<file path="config.mk">
export PLATFORM = sky130hd
export DESIGN_NAME = binary_dilation_3x3
export DESIGN_NICKNAME = d
export VERILOG_FILES = /design/src/rtl/bdil_pkg.sv /design/src/rtl/bdil_front.sv /design/src/rtl/bdil_fifo.sv /design/src/rtl/bdil_back.sv /design/src/rtl/binary_dilation_3x3.sv
export SDC_FILE = /design/constraint.sdc
export NUM_CORES = 1
export LEC_CHECK = 0
export ABC_AREA = 1
export ABC_CLOCK_PERIOD_IN_PS = 13900
export BUFFER_PORTS_ARGS = -buffer_cell sky130_fd_sc_hd__buf_2
export CAP_MARGIN = 20
export CORE_MARGIN = 2
export CORE_UTILIZATION = 37
export CTS_CLUSTER_SIZE = 10
export DETAILED_ROUTE_END_ITERATION = 10
export SLEW_MARGIN = 10
export SYNTH_ARGS = -nofsm -noshare
export SYNTH_HDL_FRONTEND = slang
export SYNTH_SLANG_ARGS = --single-unit
</file>
<file path="constraint.sdc">
create_clock -name clk -period 13.9 [get_ports clk]
set_input_delay 1.39 -clock clk [delete_from_list [all_inputs] [get_ports clk]]
set_output_delay 1.39 -clock clk [all_outputs]
set_load 0.02 [all_outputs]
</file>
<file path="src/rtl/bdil_pkg.sv">
`timescale 1ns / 1ps

package bdil_pkg;

  localparam int MAX_WIDTH = 64;
  localparam int KERNEL_W  = 9;
  localparam int IWIDTH_W  = 7;
  localparam int CFG_IDX_W = 2;
  localparam int CFG_W     = 9;
  localparam int QDEPTH    = 4;
  localparam int QPTR_W    = 2;
  localparam int QCNT_W    = 3;

  // cross shape
  localparam logic [KERNEL_W-1:0] KERNEL_RESET = 9'd186;
  localparam logic [IWIDTH_W-1:0] IWIDTH_RESET = 7'd64;

  typedef enum logic [CFG_IDX_W-1:0] {
    REG_KERNEL = 2'd0,
    REG_IWIDTH = 2'd1
  } cfg_reg_t;

  typedef struct packed {
    logic [MAX_WIDTH-1:0] row_pixels;
    logic                 last_row;
  } in_word_t;

  typedef struct packed {
    logic [MAX_WIDTH-1:0] dilated_row;
    logic                 frame_end;
  } out_word_t;

  // one accepted row as seen by the back end
  typedef struct packed {
    logic [MAX_WIDTH-1:0] above;
    logic [MAX_WIDTH-1:0] pending;
    logic [MAX_WIDTH-1:0] row;
    logic                 pend_valid;
    logic                 last;
  } dil_cmd_t;

  function automatic logic [MAX_WIDTH-1:0] width_mask(input logic [IWIDTH_W-1:0] w);
    logic [MAX_WIDTH-1:0] m;
    for (int i = 0; i < MAX_WIDTH; i++) begin
      m[i] = (IWIDTH_W'(i) < w);
    end
    return m;
  endfunction

  function automatic logic [MAX_WIDTH-1:0] spread(input logic [MAX_WIDTH-1:0] src,
                                                  input logic [2:0] krow);
    logic [MAX_WIDTH-1:0] r;
    r = '0;
    if (krow[0]) r = r | (src >> 1);
    if (krow[1]) r = r | src;
    if (krow[2]) r = r | (src << 1);
    return r;
  endfunction

  function automatic logic [MAX_WIDTH-1:0] dilate_row(input logic [KERNEL_W-1:0] k,
                                                      input logic [IWIDTH_W-1:0] w,
                                                      input logic [MAX_WIDTH-1:0] top,
                                                      input logic [MAX_WIDTH-1:0] mid,
                                                      input logic [MAX_WIDTH-1:0] bot);
    logic [MAX_WIDTH-1:0] r;
    r = spread(top, k[8:6]) | spread(mid, k[5:3]) | mid | spread(bot, k[2:0]);
    return r & width_mask(w);
  endfunction

endpackage

</file>
<file path="src/rtl/bdil_front.sv">
`timescale 1ns / 1ps

module bdil_front (
  input  logic                             clk,
  input  logic                             rst,
  input  logic                             in_valid,
  output logic                             in_stall,
  input  bdil_pkg::in_word_t               in_word,
  input  logic [bdil_pkg::IWIDTH_W-1:0]    image_width,
  input  logic                             q_full,
  output logic                             q_push,
  output bdil_pkg::dil_cmd_t               q_cmd
);

  logic [bdil_pkg::MAX_WIDTH-1:0] above;
  logic [bdil_pkg::MAX_WIDTH-1:0] pending;
  logic                           pend_valid;
  logic [bdil_pkg::MAX_WIDTH-1:0] row_m;

  assign in_stall = q_full;
  assign q_push   = in_valid && !q_full;
  assign row_m    = in_word.row_pixels & bdil_pkg::width_mask(image_width);

  always_comb begin
    q_cmd.above      = above;
    q_cmd.pending    = pending;
    q_cmd.row        = row_m;
    q_cmd.pend_valid = pend_valid;
    q_cmd.last       = in_word.last_row;
  end

  always_ff @(posedge clk) begin
    if (rst) begin
      above      <= '0;
      pending    <= '0;
      pend_valid <= 1'b0;
    end else if (q_push) begin
      if (in_word.last_row) begin
        above      <= '0;
        pending    <= '0;
        pend_valid <= 1'b0;
      end else begin
        above      <= pend_valid ? pending : '0;
        pending    <= row_m;
        pend_valid <= 1'b1;
      end
    end
  end

endmodule

</file>
<file path="src/rtl/bdil_fifo.sv">
`timescale 1ns / 1ps

module bdil_fifo (
  input  logic                clk,
  input  logic                rst,
  input  logic                push,
  input  bdil_pkg::dil_cmd_t  push_cmd,
  input  logic                pop,
  output logic                full,
  output logic                head_valid,
  output bdil_pkg::dil_cmd_t  head
);

  bdil_pkg::dil_cmd_t             mem [bdil_pkg::QDEPTH];
  logic [bdil_pkg::QPTR_W-1:0]    wptr;
  logic [bdil_pkg::QPTR_W-1:0]    rptr;
  logic [bdil_pkg::QCNT_W-1:0]    count;

  assign full       = (count == bdil_pkg::QCNT_W'(bdil_pkg::QDEPTH));
  assign head_valid = (count != '0);
  assign head       = mem[rptr];

  always_ff @(posedge clk) begin
    if (push) begin
      mem[wptr] <= push_cmd;
    end
  end

  always_ff @(posedge clk) begin
    if (rst) begin
      wptr  <= '0;
      rptr  <= '0;
      count <= '0;
    end else begin
      if (push) wptr <= wptr + 1'b1;
      if (pop)  rptr <= rptr + 1'b1;
      case ({push, pop})
        2'b10:   count <= count + 1'b1;
        2'b01:   count <= count - 1'b1;
        default: count <= count;
      endcase
    end
  end

  a_no_push_full: assert property (@(posedge clk) disable iff (rst) push |-> !full)
    else $error("push into full queue");
  a_no_pop_empty: assert property (@(posedge clk) disable iff (rst) pop |-> head_valid)
    else $error("pop from empty queue");
  a_count_range: assert property (@(posedge clk) disable iff (rst)
    count <= bdil_pkg::QCNT_W'(bdil_pkg::QDEPTH))
    else $error("queue count out of range");
  a_ptr_track: assert property (@(posedge clk) disable iff (rst)
    (count == '0 || full) |-> (wptr == rptr))
    else $error("queue pointers disagree with count");

endmodule

</file>
<file path="src/rtl/bdil_back.sv">
`timescale 1ns / 1ps

module bdil_back (
  input  logic                             clk,
  input  logic                             rst,
  input  logic [bdil_pkg::KERNEL_W-1:0]    kernel_bits,
  input  logic [bdil_pkg::IWIDTH_W-1:0]    image_width,
  input  logic                             head_valid,
  input  bdil_pkg::dil_cmd_t               head,
  output logic                             pop,
  output logic                             out_valid,
  input  logic                             out_stall,
  output bdil_pkg::out_word_t              out_word
);

  // phase set: first word of a two-word last row already sent
  logic                           phase;
  logic                           phase_next;
  logic                           can_load;
  logic                           load;
  logic [bdil_pkg::MAX_WIDTH-1:0] top;
  logic [bdil_pkg::MAX_WIDTH-1:0] mid;
  logic [bdil_pkg::MAX_WIDTH-1:0] bot;
  logic                           fend;

  assign can_load = !out_valid || !out_stall;

  always_comb begin
    pop        = 1'b0;
    load       = 1'b0;
    phase_next = phase;
    top        = head.above;
    mid        = head.pending;
    bot        = head.row;
    fend       = 1'b0;
    if (head_valid && can_load) begin
      if (phase) begin
        top        = head.pending;
        mid        = head.row;
        bot        = '0;
        fend       = 1'b1;
        load       = 1'b1;
        pop        = 1'b1;
        phase_next = 1'b0;
      end else if (head.pend_valid) begin
        load = 1'b1;
        if (head.last) begin
          phase_next = 1'b1;
        end else begin
          pop = 1'b1;
        end
      end else if (head.last) begin
        // single-row frame
        top  = '0;
        mid  = head.row;
        bot  = '0;
        fend = 1'b1;
        load = 1'b1;
        pop  = 1'b1;
      end else begin
        // first row of a frame gives nothing yet
        pop = 1'b1;
      end
    end
  end

  always_ff @(posedge clk) begin
    if (rst) begin
      phase     <= 1'b0;
      out_valid <= 1'b0;
    end else begin
      phase <= phase_next;
      if (load) begin
        out_valid <= 1'b1;
      end else if (!out_stall) begin
        out_valid <= 1'b0;
      end
    end
  end

  always_ff @(posedge clk) begin
    if (load) begin
      out_word.dilated_row <= bdil_pkg::dilate_row(kernel_bits, image_width, top, mid, bot);
      out_word.frame_end   <= fend;
    end
  end

  a_phase_cmd: assert property (@(posedge clk) disable iff (rst)
    phase |-> (head_valid && head.last && head.pend_valid))
    else $error("second phase without a two-word last row");
  a_phase_pop: assert property (@(posedge clk) disable iff (rst)
    (head_valid && !phase && head.pend_valid && head.last) |-> !pop)
    else $error("two-word last row popped early");
  a_no_overwrite: assert property (@(posedge clk) disable iff (rst)
    (out_valid && out_stall) |-> !load)
    else $error("stalled output overwritten");

endmodule

</file>
<file path="src/rtl/binary_dilation_3x3.sv">
`timescale 1ns / 1ps
// a row that completes a result word goes through the command queue, and the back end then
//   registers the word in its output register; the first row of a frame gives no word and the
//   last row of a longer frame gives two, so the four-entry command queue soaks up the extra
//   work over short bursts, while a steady run of short frames stalls the input
// reset: synchronous active-high rst clears the queue, row history and output valid,
//   and restores the cross kernel and a width of 64

module binary_dilation_3x3 (
  input  logic                             clk,
  input  logic                             rst,
  input  logic                             in_valid,
  output logic                             in_stall,
  input  bdil_pkg::in_word_t               in_word,
  output logic                             out_valid,
  input  logic                             out_stall,
  output bdil_pkg::out_word_t              out_word,
  input  logic                             cfg_we,
  input  logic [bdil_pkg::CFG_IDX_W-1:0]   cfg_index,
  input  logic [bdil_pkg::CFG_W-1:0]       cfg_data
);

  logic [bdil_pkg::KERNEL_W-1:0] kernel_bits;
  logic [bdil_pkg::IWIDTH_W-1:0] image_width;
  logic                          q_push;
  logic                          q_pop;
  logic                          q_full;
  logic                          q_head_valid;
  bdil_pkg::dil_cmd_t            q_cmd;
  bdil_pkg::dil_cmd_t            q_head;

  always_ff @(posedge clk) begin
    if (rst) begin
      kernel_bits <= bdil_pkg::KERNEL_RESET;
      image_width <= bdil_pkg::IWIDTH_RESET;
    end else if (cfg_we) begin
      case (cfg_index)
        bdil_pkg::REG_KERNEL: kernel_bits <= cfg_data[bdil_pkg::KERNEL_W-1:0];
        bdil_pkg::REG_IWIDTH: image_width <= cfg_data[bdil_pkg::IWIDTH_W-1:0];
        default: ;
      endcase
    end
  end

  bdil_front u_front (
    .clk         (clk),
    .rst         (rst),
    .in_valid    (in_valid),
    .in_stall    (in_stall),
    .in_word     (in_word),
    .image_width (image_width),
    .q_full      (q_full),
    .q_push      (q_push),
    .q_cmd       (q_cmd)
  );

  bdil_fifo u_fifo (
    .clk        (clk),
    .rst        (rst),
    .push       (q_push),
    .push_cmd   (q_cmd),
    .pop        (q_pop),
    .full       (q_full),
    .head_valid (q_head_valid),
    .head       (q_head)
  );

  bdil_back u_back (
    .clk         (clk),
    .rst         (rst),
    .kernel_bits (kernel_bits),
    .image_width (image_width),
    .head_valid  (q_head_valid),
    .head        (q_head),
    .pop         (q_pop),
    .out_valid   (out_valid),
    .out_stall   (out_stall),
    .out_word    (out_word)
  );

endmodule

</file>
* Yosys cells after proc, flatten, opt, wreduce, memory -nomap -nowiden
Memories as Yosys holds them, arrays and structs flattened. A register that Yosys moved wholly into a read port is not among the register bits. Index checks and enable logic that the tools add are counted.
Storage, ports and cells: input port bits 81, memory bits (writable) 776, logic and storage cells 161, memories 1, output and inout port bits 67, bits in registers 219
Memories:
- u_fifo.mem | words 4, width 194, read ports 1, clocked after memory_dff 1, write ports 1, line bdil_fifo.sv:14 | bdil_pkg::dil_cmd_t mem [bdil_pkg::QDEPTH];
Operators by class: reduce and logical (&&, ||, !) cells 11, muxes and demuxes 53, $lt $le $gt $ge 64, $add $sub $neg 4, equality and inequality tests 5, bitwise gates (word level) 11
Operator list (number):
- 64-bit 2-to-1 mux | 30
- 64-bit bitwise OR | 9
- 6-bit by 7-bit less-than comparator with 1-bit output, first input constant | 32
- 63-bit 2-to-1 mux | 3
- 64-bit AND | 2
- 5-bit by 7-bit less-than comparator with 1-bit output, first input constant | 16
- 4-bit by 7-bit less-than comparator with 1-bit output, first input constant | 8
- 3-bit by 7-bit less-than comparator with 1-bit output, first input constant | 4
- 1-bit 2-to-1 mux | 17
- 1-bit by 7-bit less-than comparator with 1-bit output, first input constant | 2
- 2-bit by 7-bit less-than comparator with 1-bit output, first input constant | 2
- 3-bit one-hot mux with 2 select lines | 1
- 2-bit by 1-bit adder with 2-bit output, second input constant | 2
- 2-bit by 1-bit equality test with 1-bit output, second input constant | 2
- 2-bit 2-to-1 mux | 2
- 2-bit AND reduction | 2
- 3-bit by 1-bit adder with 3-bit output, second input constant | 1
- 3-bit equality test, second input constant | 1
- 1-bit zero test | 3
- 3-bit nonzero test | 1
- 3-bit by 1-bit subtractor with 3-bit output, second input constant | 1
- 2-bit equality test, second input constant | 1
- 1-bit logical AND | 2
- 2-bit zero test | 1
- other kinds (3) | 3

* Logic depth before layout (Yosys ltp)
Gate-level depths: netlist (run 1).
depth after elaboration 16, depth in mapped cells 16, gate-level depth less buffers 14

* Cells and area by module
Synthesis (run 1) repeated with hierarchy kept, for this count alone.
Second synthesis, totals: cells, all modules 4632, area, all modules 44636.6 um^2
By module, submodules not included:
- bdil_fifo | area an instance 28956.5 um^2, instances 1, seq. area each 23482.5 um^2, cells an instance 1933
- bdil_back | area an instance 9559.2 um^2, instances 1, seq. area each 1991.9 um^2, cells an instance 1831
- bdil_front | area an instance 5422.7 um^2, instances 1, seq. area each 2582.5 um^2, cells an instance 774
- binary_dilation_3x3 | area an instance 698.2 um^2, instances 1, seq. area each 320.3 um^2, cells an instance 94

* Worst setup path after synthesis (run 1)
OpenSTA, ideal clock, no wires.
path kind input to register, start in in_valid, end mem u_fifo.mem[0][0] in the netlist's numbering, enable pin, required time 13148 ps, path buffers 2, stages 4, path slack 3219 ps, data arrival time 9929 ps, setup time 752 ps, cells stage by stage nand2_1 clkbuf_1 clkbuf_1 nor2_1
Between the ends: longest elaborated chain between the ends 3
Ends and longest elaborated chain:
- from (decl) | line binary_dilation_3x3.sv:12 | input logic in_valid,
- 1-bit logical AND | line bdil_front.sv:21 | assign q_push = in_valid && !q_full;
- 1-bit 2-to-1 mux | line bdil_fifo.sv:24 | if (push) begin
- 1-bit 2-to-1 mux (implied by the code) | line bdil_fifo.sv:25 | mem[wptr] <= push_cmd;
- to (decl) | line bdil_fifo.sv:14
No other way between the ends.

==> metrics.md, run 1 <==
| Metric | Value |
|---|---|
| Die height | `351 µm` |
| TritonCTS clock tree | `built` |
| CP Class | `reg -> reg` |
| I/O Buffers | `147` |
| DP HPWL | `70300 µm` |
| Critical Path Fanout Max | `163` |
| Root buf cell | `clkbuf_16` |
| Detailed-route DRC error count | `0` |
| Sink Count | `996` |
| Final Hold Viols | `0` |
| Slew @ Worst Pin | `1.12 ns` |
| Iteration-0 DRC Markers | `3591` |
| Pwr Density | `217 nW/µm²` |
| Synth area leader | `edfxtp_1` |
| Met3 WL | `10700 µm` |
| Reg clk slew, reported paths | `0.05 ns` |
| Via density | `5.26` |
| Hold buffers post-CTS | `0` |
| Top cells by area, synth | `edfxtp_1 (57%), nand2_1 (11%), dfxtp_1 (7.0%)` |
| Num rows | `127` |
| Top routing layer in use | `met5` |
| Cell Int Power | `0.00637 W` |
| First-pass GRT wire length | `195000 µm` |
| Post-CTS Setup Bufs | `0` |
| Sequential share of the synthesized area | `63.5%` |
| Metal-1 WL | `54700 µm` |
| Startpoint of the worst hold path | `u_fifo.rptr[1]$_SDFFE_PP0P_` |
| XOR/XNOR Fraction of Synth Area | `0%` |
| Die Wd | `351 µm` |
| Die footprint | `123000 µm²` |
| Max Buffers Root-to-Sink | `3` |
| Adder-Cell Fraction of Synth Area | `0.185%` |
| Area delta synth->final | `11.7%` |
| RSZ-0062 raised after global routing | `false` |
| Yosys reg bits | `996` |
| Fmax | `190 MHz` |
| Routed WL | `129000 µm` |
| Largest family of logic cells by synthesized area | `simple AND/OR/NAND/NOR gates` |
| Metal2 WL | `59600 µm` |
| Arr. time, crit path | `5.68 ns` |
| Clk_skew | `0.0226 ns` |
| Avg Cell Area, Syn | `9.41 µm²` |
| Initial antenna violation count | `6` |
| Final worst setup slack | `8.63 ns` |
| Core Box Area | `120000 µm²` |
| Slew Viols, Final | `0` |
| Crit path launch type | `flip-flop` |
| Req. time, crit path | `14.31 ns` |
| Min Tclk post-route | `5.27 ns` |
| Synth warnings | `0` |
| Share of the synthesized area in the top cell type | `56.6%` |
| Remaining Overflow, GRT | `0` |
| Vias in the first global route | `32196` |
| Net Sw Power | `0.00447 W` |
| Final net count | `4839` |
| Largest net degree at the start of global routing | `199` |
| Slew margin rel. | `25.4%` |
| Leakage | `19.6 nW` |
| Total vias in the final route | `33949` |
| Post-synthesis mux area share | `0%` |
| H-tree lvl count | `3` |
| Top-count cell post-synth | `nand2_1` |
| Synth cell count leaders | `nand2_1 (1252), edfxtp_1 (841), nand3_1 (583)` |
| Drt wl/cell | `19.9 µm` |
| Async SR Flop Fraction | `0%` |
| Post-synth net total | `4830` |
| Mapped Area | `44600 µm²` |
| Initial Utilization | `37.3%` |
| Status | `finished clean` |
| Clk_lat worst skew | `0.69 ns` |
| Comb pwr share | `40.5%` |
| ANT nets after route | `0` |
| Setup WS pre-CTS | `7.93 ns` |
| Setup Viol. Count Final | `0` |
| I/O pin total | `148` |
| Post-Synthesis Cells | `4743` |
| HP Class | `reg -> reg` |
| Fin crit share | `37.9%` |
| Clk pwr share | `24.4%` |
| Post-synthesis simple-gate area fraction | `22.9%` |
| VDD IR max | `0.000231 V` |
| Synth Area in Compound Gates | `7.45%` |
| Sequential share of power | `35.1%` |
| Total track usage | `20.5%` |
| Main flop type after synthesis | `edfxtp_1` |
| Routability cong. | `0.861` |
| Net Sw Frac | `41.2%` |
| Number of synthesized flops with an enable pin | `841` |
| Cell variety after synth | `32` |
| CTS Buf Count | `111` |
| PostCTS Resize Cnt | `0` |
| Layout cell share with drive strength beyond 1 | `7.19%` |
| Crit. End Element | `flip-flop` |
| Router iterations before antenna repair | `6` |
| Max_cap viols | `0` |
| Fin Setup TNS | `0 ns` |
[critical path, cell delays in order, from the launching register on]
cell	delay, ns
dfxtp_4	0.56
inv_8	0.73
buf_4	0.79
nand2_1	0.10
nand3_1	0.16
nand3_4	0.10
nand3_4	0.50
buf_4	0.40
buf_4	0.79
nand2_1	0.22
nand2_1	0.12
nand2_1	0.06
nor2_1	0.09
nand2_1	0.06
nor2_1	0.08
nor2_1	0.04
[metal layers]
metal / track usage (%) / up-vias
li1: - / 16085
met1: 28.1 / 16219
met2: 33.1 / 1400
met3: 3.29 / 235
met4: 6.92 / 10
met5: 0 / -
[per-stage QoR]
| step | util (%) | hold slack (ns) | std cells | cell area [µm²] | power [W] |
|---|---|---|---|---|---|
| after CTS | 41.6 | 0.469 | 6452 | 49800 | 0.0108 |
| after floorplan | - | 0.436 | 4743 | 44600 | 0.00708 |
| after global placement | 38.9 | 0.457 | 6247 | 46600 | 0.00817 |
| after detailed placement | 38.9 | 0.461 | 6248 | 46600 | 0.00820 |
| final | 41.6 | 0.465 | 6456 | 49900 | 0.0108 |
| after global routing | 41.6 | 0.498 | 6455 | 49900 | 0.0116 |
[final cells by class]
class | count | area (µm²)
repair buffers | 199 | 1270
flip-flops and latches | 996 | 28400
diodes | 1 | 2.50
well taps | 1612 | 2020
multi-input cells | 3104 | 13700
fillers | 11688 | 69900
clock inverters | 9 | 70.1
clock buffers | 195 | 3120
inverters | 340 | 1290
[power by group through the flow]
stage	combinational, W	clock [W]	sequential, W
finish	0.00439	0.00264	0.00380
global route	0.00495	0.00279	0.00383
CTS	0.00434	0.00268	0.00381
detailed placement	0.00433	0	0.00387
global placement	0.00430	0	0.00387
floorplan	0.00315	0	0.00393
[worst paths after layout]
path	end	slack, ns	cells past startpoint
worst max-delay path	u_back.out_word[46]$_DFFE_PP_	8.63	15
worst min-delay path	flip-flop	0.47	2
worst max register to register	u_back.out_word[46]$_DFFE_PP_	8.63	15
worst min register to register	flip-flop	0.47	2
[state kept, by name, indices dropped and copies added, names as in the netlist, named ones only]
name / flops
u_front.pending: 64
u_fifo.mem: 776
u_fifo.wptr: 2
u_back.out_valid: 1
u_back.phase: 1
image_width: 7
kernel_bits: 8
u_front.above: 64
u_front.pend_valid: 1
u_back.out_word: 65
u_fifo.rptr: 2
u_fifo.count: 3
[cell usage in the layout, fill, tap and decap left out, types with 2 or more instances in the layout]
cell type,synthesis,final
dfxtp_4,0,3
ha_1,5,5
clkinvlp_4,0,2
buf_2,67,146
nand2_1,1252,1251
nand3_4,0,2
clkbuf_16,0,112
o22a_1,13,13
buf_16,0,3
edfxtp_1,841,841
nand3_1,583,583
dfxtp_1,155,144
clkbuf_1,170,82
buf_12,0,6
o21ai_0,301,301
inv_1,336,335
buf_4,13,43
clkinv_2,0,2
dfxtp_2,0,8
nor2_2,2,2
inv_6,0,4
nand4_1,62,62
nor3_1,3,3
o21ai_1,15,15
a22oi_1,41,41
nor2_4,0,5
nand2_4,1,2
nor2_1,575,570
a21oi_1,179,178
clkinv_1,2,3
o22ai_1,64,64
[logic make-up after synthesis]
family          Yosys count
compound gates          616
fa+ha+maj                 6
buf+inv                 643
simple gates           2482
flops                   996
No activity file was read; power rests on OpenSTA's default activity.
==> run 2, diff against run 1 <==
--- a/config.mk
+++ b/config.mk
@@ -6,7 +6,7 @@
 export NUM_CORES = 1
 export LEC_CHECK = 0
 export ABC_AREA = 1
-export ABC_CLOCK_PERIOD_IN_PS = 13900
+export ABC_CLOCK_PERIOD_IN_PS = 4450
 export BUFFER_PORTS_ARGS = -buffer_cell sky130_fd_sc_hd__buf_2
 export CAP_MARGIN = 20
 export CORE_MARGIN = 2
==> constraint.sdc (replaced) <==
create_clock -name clk -period 4.45 [get_ports clk]
set_input_delay 0.445 -clock clk [delete_from_list [all_inputs] [get_ports clk]]
set_output_delay 0.445 -clock clk [all_outputs]
set_load 0.02 [all_outputs]
==> run 2 against run 1 <==
Compared with the run above:
- sequential share of layout area is 0.37 points lower
- count of clock-buffer cells in the layout is 6 higher
- critical path depth is 4 lower
- global-route usage is 0.30 points higher
- final area is 0.66% higher
- maximum frequency is 62% higher
- wire length is 1.1% higher
- critical endpoint is now u_front.pending[2]$_SDFFE_PP0P_
- sequential power grew to 3.1 times the previous value
- die area stayed put
- worst hold slack worse by 0.40 ns
- total power grew to 3.2 times the previous value
==> metrics.md, run 2 (synthesized netlist as in run 1, its figures left out) <==
| Metric | Value |
|---|---|
| Cell Int Power | `0.0201 W (+220%)` |
| Slew Viols, Final | `0 (unchanged)` |
| Max_cap viols | `0 (unchanged)` |
| Sequential share of power | `34.6% (-0.5 points)` |
| Layout cell share with drive strength beyond 1 | `7.43% (+0.24 points)` |
| CP max stage delay | `0.45 ns (-0.34 ns)` |
| Fin crit share | `73.1% (+35 points)` |
| Setup Viol. Count Final | `0 (unchanged)` |
| Slowest cell on crit path | `dfxtp_1` |
| Die footprint | `123000 µm² (unchanged)` |
| Router iterations before antenna repair | `6 (unchanged)` |
| Dpl cell area | `46900 µm² (+0.61%)` |
| Sink Count | `996 (unchanged)` |
| Initial Utilization | `37.3% (unchanged)` |
| Largest net degree at the start of global routing | `205 (+3.0%)` |
| Area delta synth->final | `12.5%` |
| Clk pwr share | `24.5% (about the same)` |
| ANT nets after route | `0 (unchanged)` |
| Reg clk slew, reported paths | `0.06 ns (about the same)` |
| Final Hold Viols | `0 (unchanged)` |
| Initial antenna violation count | `8 (+2)` |
| Total vias in the final route | `34080 (+0.39%)` |
| Largest Register | `u_fifo.mem` |
| HP Class | `in -> reg` |
| Total track usage | `20.8% (+0.30 points)` |
| Buf/Inv on CP | `4 (unchanged)` |
| Root buf cell | `clkbuf_16` |
| Most common cell after layout, fill and taps aside | `nand2_1` |
| Vias in the first global route | `32298 (+0.32%)` |
| Comb pwr share | `40.9% (+0.4 points)` |
| Net Sw Frac | `41.1% (-0.16 points)` |
| Clk_skew | `0.0333 ns (+0.0107 ns)` |
| PostCTS Resize Cnt | `0 (unchanged)` |
| DP HPWL | `72300 µm (+2.9%)` |
| CTS Buf Count | `110 (-0.90%)` |
| Max reg flops | `776 (unchanged)` |
| Slew @ Worst Pin | `1.03 ns (-0.0853 ns)` |
| Die height | `351 µm (unchanged)` |
| Status | `finished clean` |
| Post-route cell area | `50200 µm² (+0.66%)` |
| Leading cell types in the layout, fill and taps excluded | `nand2_1 (1251), edfxtp_1 (841), nand3_1 (583)` |
| Top delay family on crit path | `simple AND/OR/NAND/NOR gates` |
| Iteration-0 DRC Markers | `3708 (+3.3%)` |
| Net Sw Power | `0.0140 W (+210%)` |
| Final worst setup slack | `1.20 ns (-7.43 ns)` |
| Final net count | `4854 (+0.31%)` |
| Remaining Overflow, GRT | `0 (unchanged)` |
| Via density | `5.26 (+0.11%)` |
| Die Wd | `351 µm (unchanged)` |
| TritonCTS clock tree | `built` |
| Num rows | `127 (unchanged)` |
| Setup WS pre-CTS | `1.19 ns (-6.75 ns)` |
| Fmax | `307 MHz (+62%)` |
| CP cell instances | `nor2_2 -> inv_1 -> buf_4 -> nor2_1 -> inv_1 -> nor2_2 -> inv_1 -> nor2_1 -> nor2_1 -> nand2_1 -> a21oi_1` |
| Critical Path Fanout Max | `15 (-91%)` |
| Startpoint of the worst hold path | `cfg_data[5]` |
| I/O Buffers | `147 (unchanged)` |
| Max Buffers Root-to-Sink | `3 (unchanged)` |
| Worst setup startpoint | `image_width[6]$_SDFFE_PP1P_` |
| VDD IR max | `0.000539 V (+130%)` |
| RSZ-0062 raised after global routing | `false` |
| Detailed-route DRC error count | `0 (unchanged)` |
| Routed WL | `130000 µm (+1.1%)` |
| I/O pin total | `148 (unchanged)` |
| First-pass GRT wire length | `197000 µm (+0.87%)` |
| Leakage | `19.7 nW (+0.79%)` |
| Crit. End Element | `flip-flop` |
| Min Tclk post-route | `3.25 ns (-2.02 ns)` |
| Pwr Density | `680 nW/µm² (+210%)` |
| Core Box Area | `120000 µm² (unchanged)` |
| Req. time, crit path | `4.98 ns (-9.33 ns)` |
| H-tree lvl count | `3 (unchanged)` |
| Fin Setup TNS | `0 ns (unchanged)` |
| Arr. time, crit path | `3.78 ns (-1.90 ns)` |
| Drt wl/cell | `20.1 µm (+0.85%)` |
| Clk_lat worst skew | `0.69 ns (about the same)` |
| Routability cong. | `0.886 (+2.9%)` |
| Crit path launch type | `flip-flop` |
| Slew margin rel. | `31.3% (+5.9 points)` |
| RR Startpoint | `image_width[6]$_SDFFE_PP1P_` |
| Biggest registers after layout | `u_fifo.mem (776), u_back.out_word (65)` |
| CP Class | `reg -> reg` |
==> run 2: changes by cell type in the layout (fill, tap and decap cells not counted), moves of 2 or more <==
cell and change:
clkbuf_1 +3, clkbuf_16 +3, buf_16 -2, buf_12 +15, clkinvlp_4 -2, clkinv_1 -2, diode_2 +2, inv_6 -3
buf_4 +2
==> run 2: through the flow <==
| step | hold WS, ns | utilization (%) | total power [W] | instances |
|---|---|---|---|---|
| 2_1_floorplan | 0.436 | - | 0.0220 | 4743 |
| 3_3_place_gp | 0.459 | 39.1 | 0.0257 | 6263 |
| 3_5_place_dp | 0.468 | 39.1 | 0.0258 | 6264 |
| 4_1_cts | 0.0142 | 41.9 | 0.0342 | 6469 |
| 5_1_grt | 0.0509 | 41.9 | 0.0364 | 6471 |
| 6_report | 0.0614 | 41.9 | 0.0341 | 6474 |
==> run 2: metal layers <==
layer / share of wire [%] / global-route usage, % / wire (µm) / vias to the layer above
met5: 0.026 / 0 / 34 / -
met4: 2.8 / 7.15 / 3590 / 6
met2: 46 / 33.4 / 59800 / 1494
met1: 43 / 28.7 / 55400 / 16210
li1: - / - / - / 16130
met3: 8.8 / 3.24 / 11400 / 240
==> run 2: area by class of cell <==
cell class,instances,area [µm²]
fill,11609,69600
multi-input combinational,3104,13700
timing repair buffer,215,1540
clock buffer,201,3210
tap,1612,2020
sequential,996,28400
antenna,3,7.51
inverter,340,1290
clock inverter,3,41.3
==> run 2: worst paths after layout <==
check                           slack, ns                              end  cells past startpoint
worst min register to register       0.47     u_fifo.mem[0][172]$_DFFE_PP_                      0
worst min-delay path                 0.06      kernel_bits[5]$_SDFFE_PP1P_                      3
worst max register to register       1.20  u_front.pending[2]$_SDFFE_PP0P_                     11
worst max-delay path                 1.20  u_front.pending[2]$_SDFFE_PP0P_                     11
==> run 2: power groups by stage <==
stage                     Sequential (W)  Clock, W  Combinational, W
final                             0.0118   0.00836            0.0140
after global routing              0.0119   0.00887            0.0157
after CTS                         0.0118   0.00851            0.0139
after detailed placement          0.0120         0            0.0138
after global placement            0.0120         0            0.0137
after floorplan                   0.0122         0           0.00984
==> run 2: timing repair <==
action,CTS,global route
hold endpoints to repair,1,0
setup buffers,0,0
hold buffers,1,0
==> run 2: worst register-to-register path: stages (launching register included) <==
cell     delay [ns]
dfxtp_1        0.45
nor2_2         0.44
inv_1          0.08
buf_4          0.21
nor2_1         0.39
inv_1          0.38
nor2_2         0.41
inv_1          0.17
nor2_1         0.25
nor2_1         0.15
nand2_1        0.09
a21oi_1        0.07
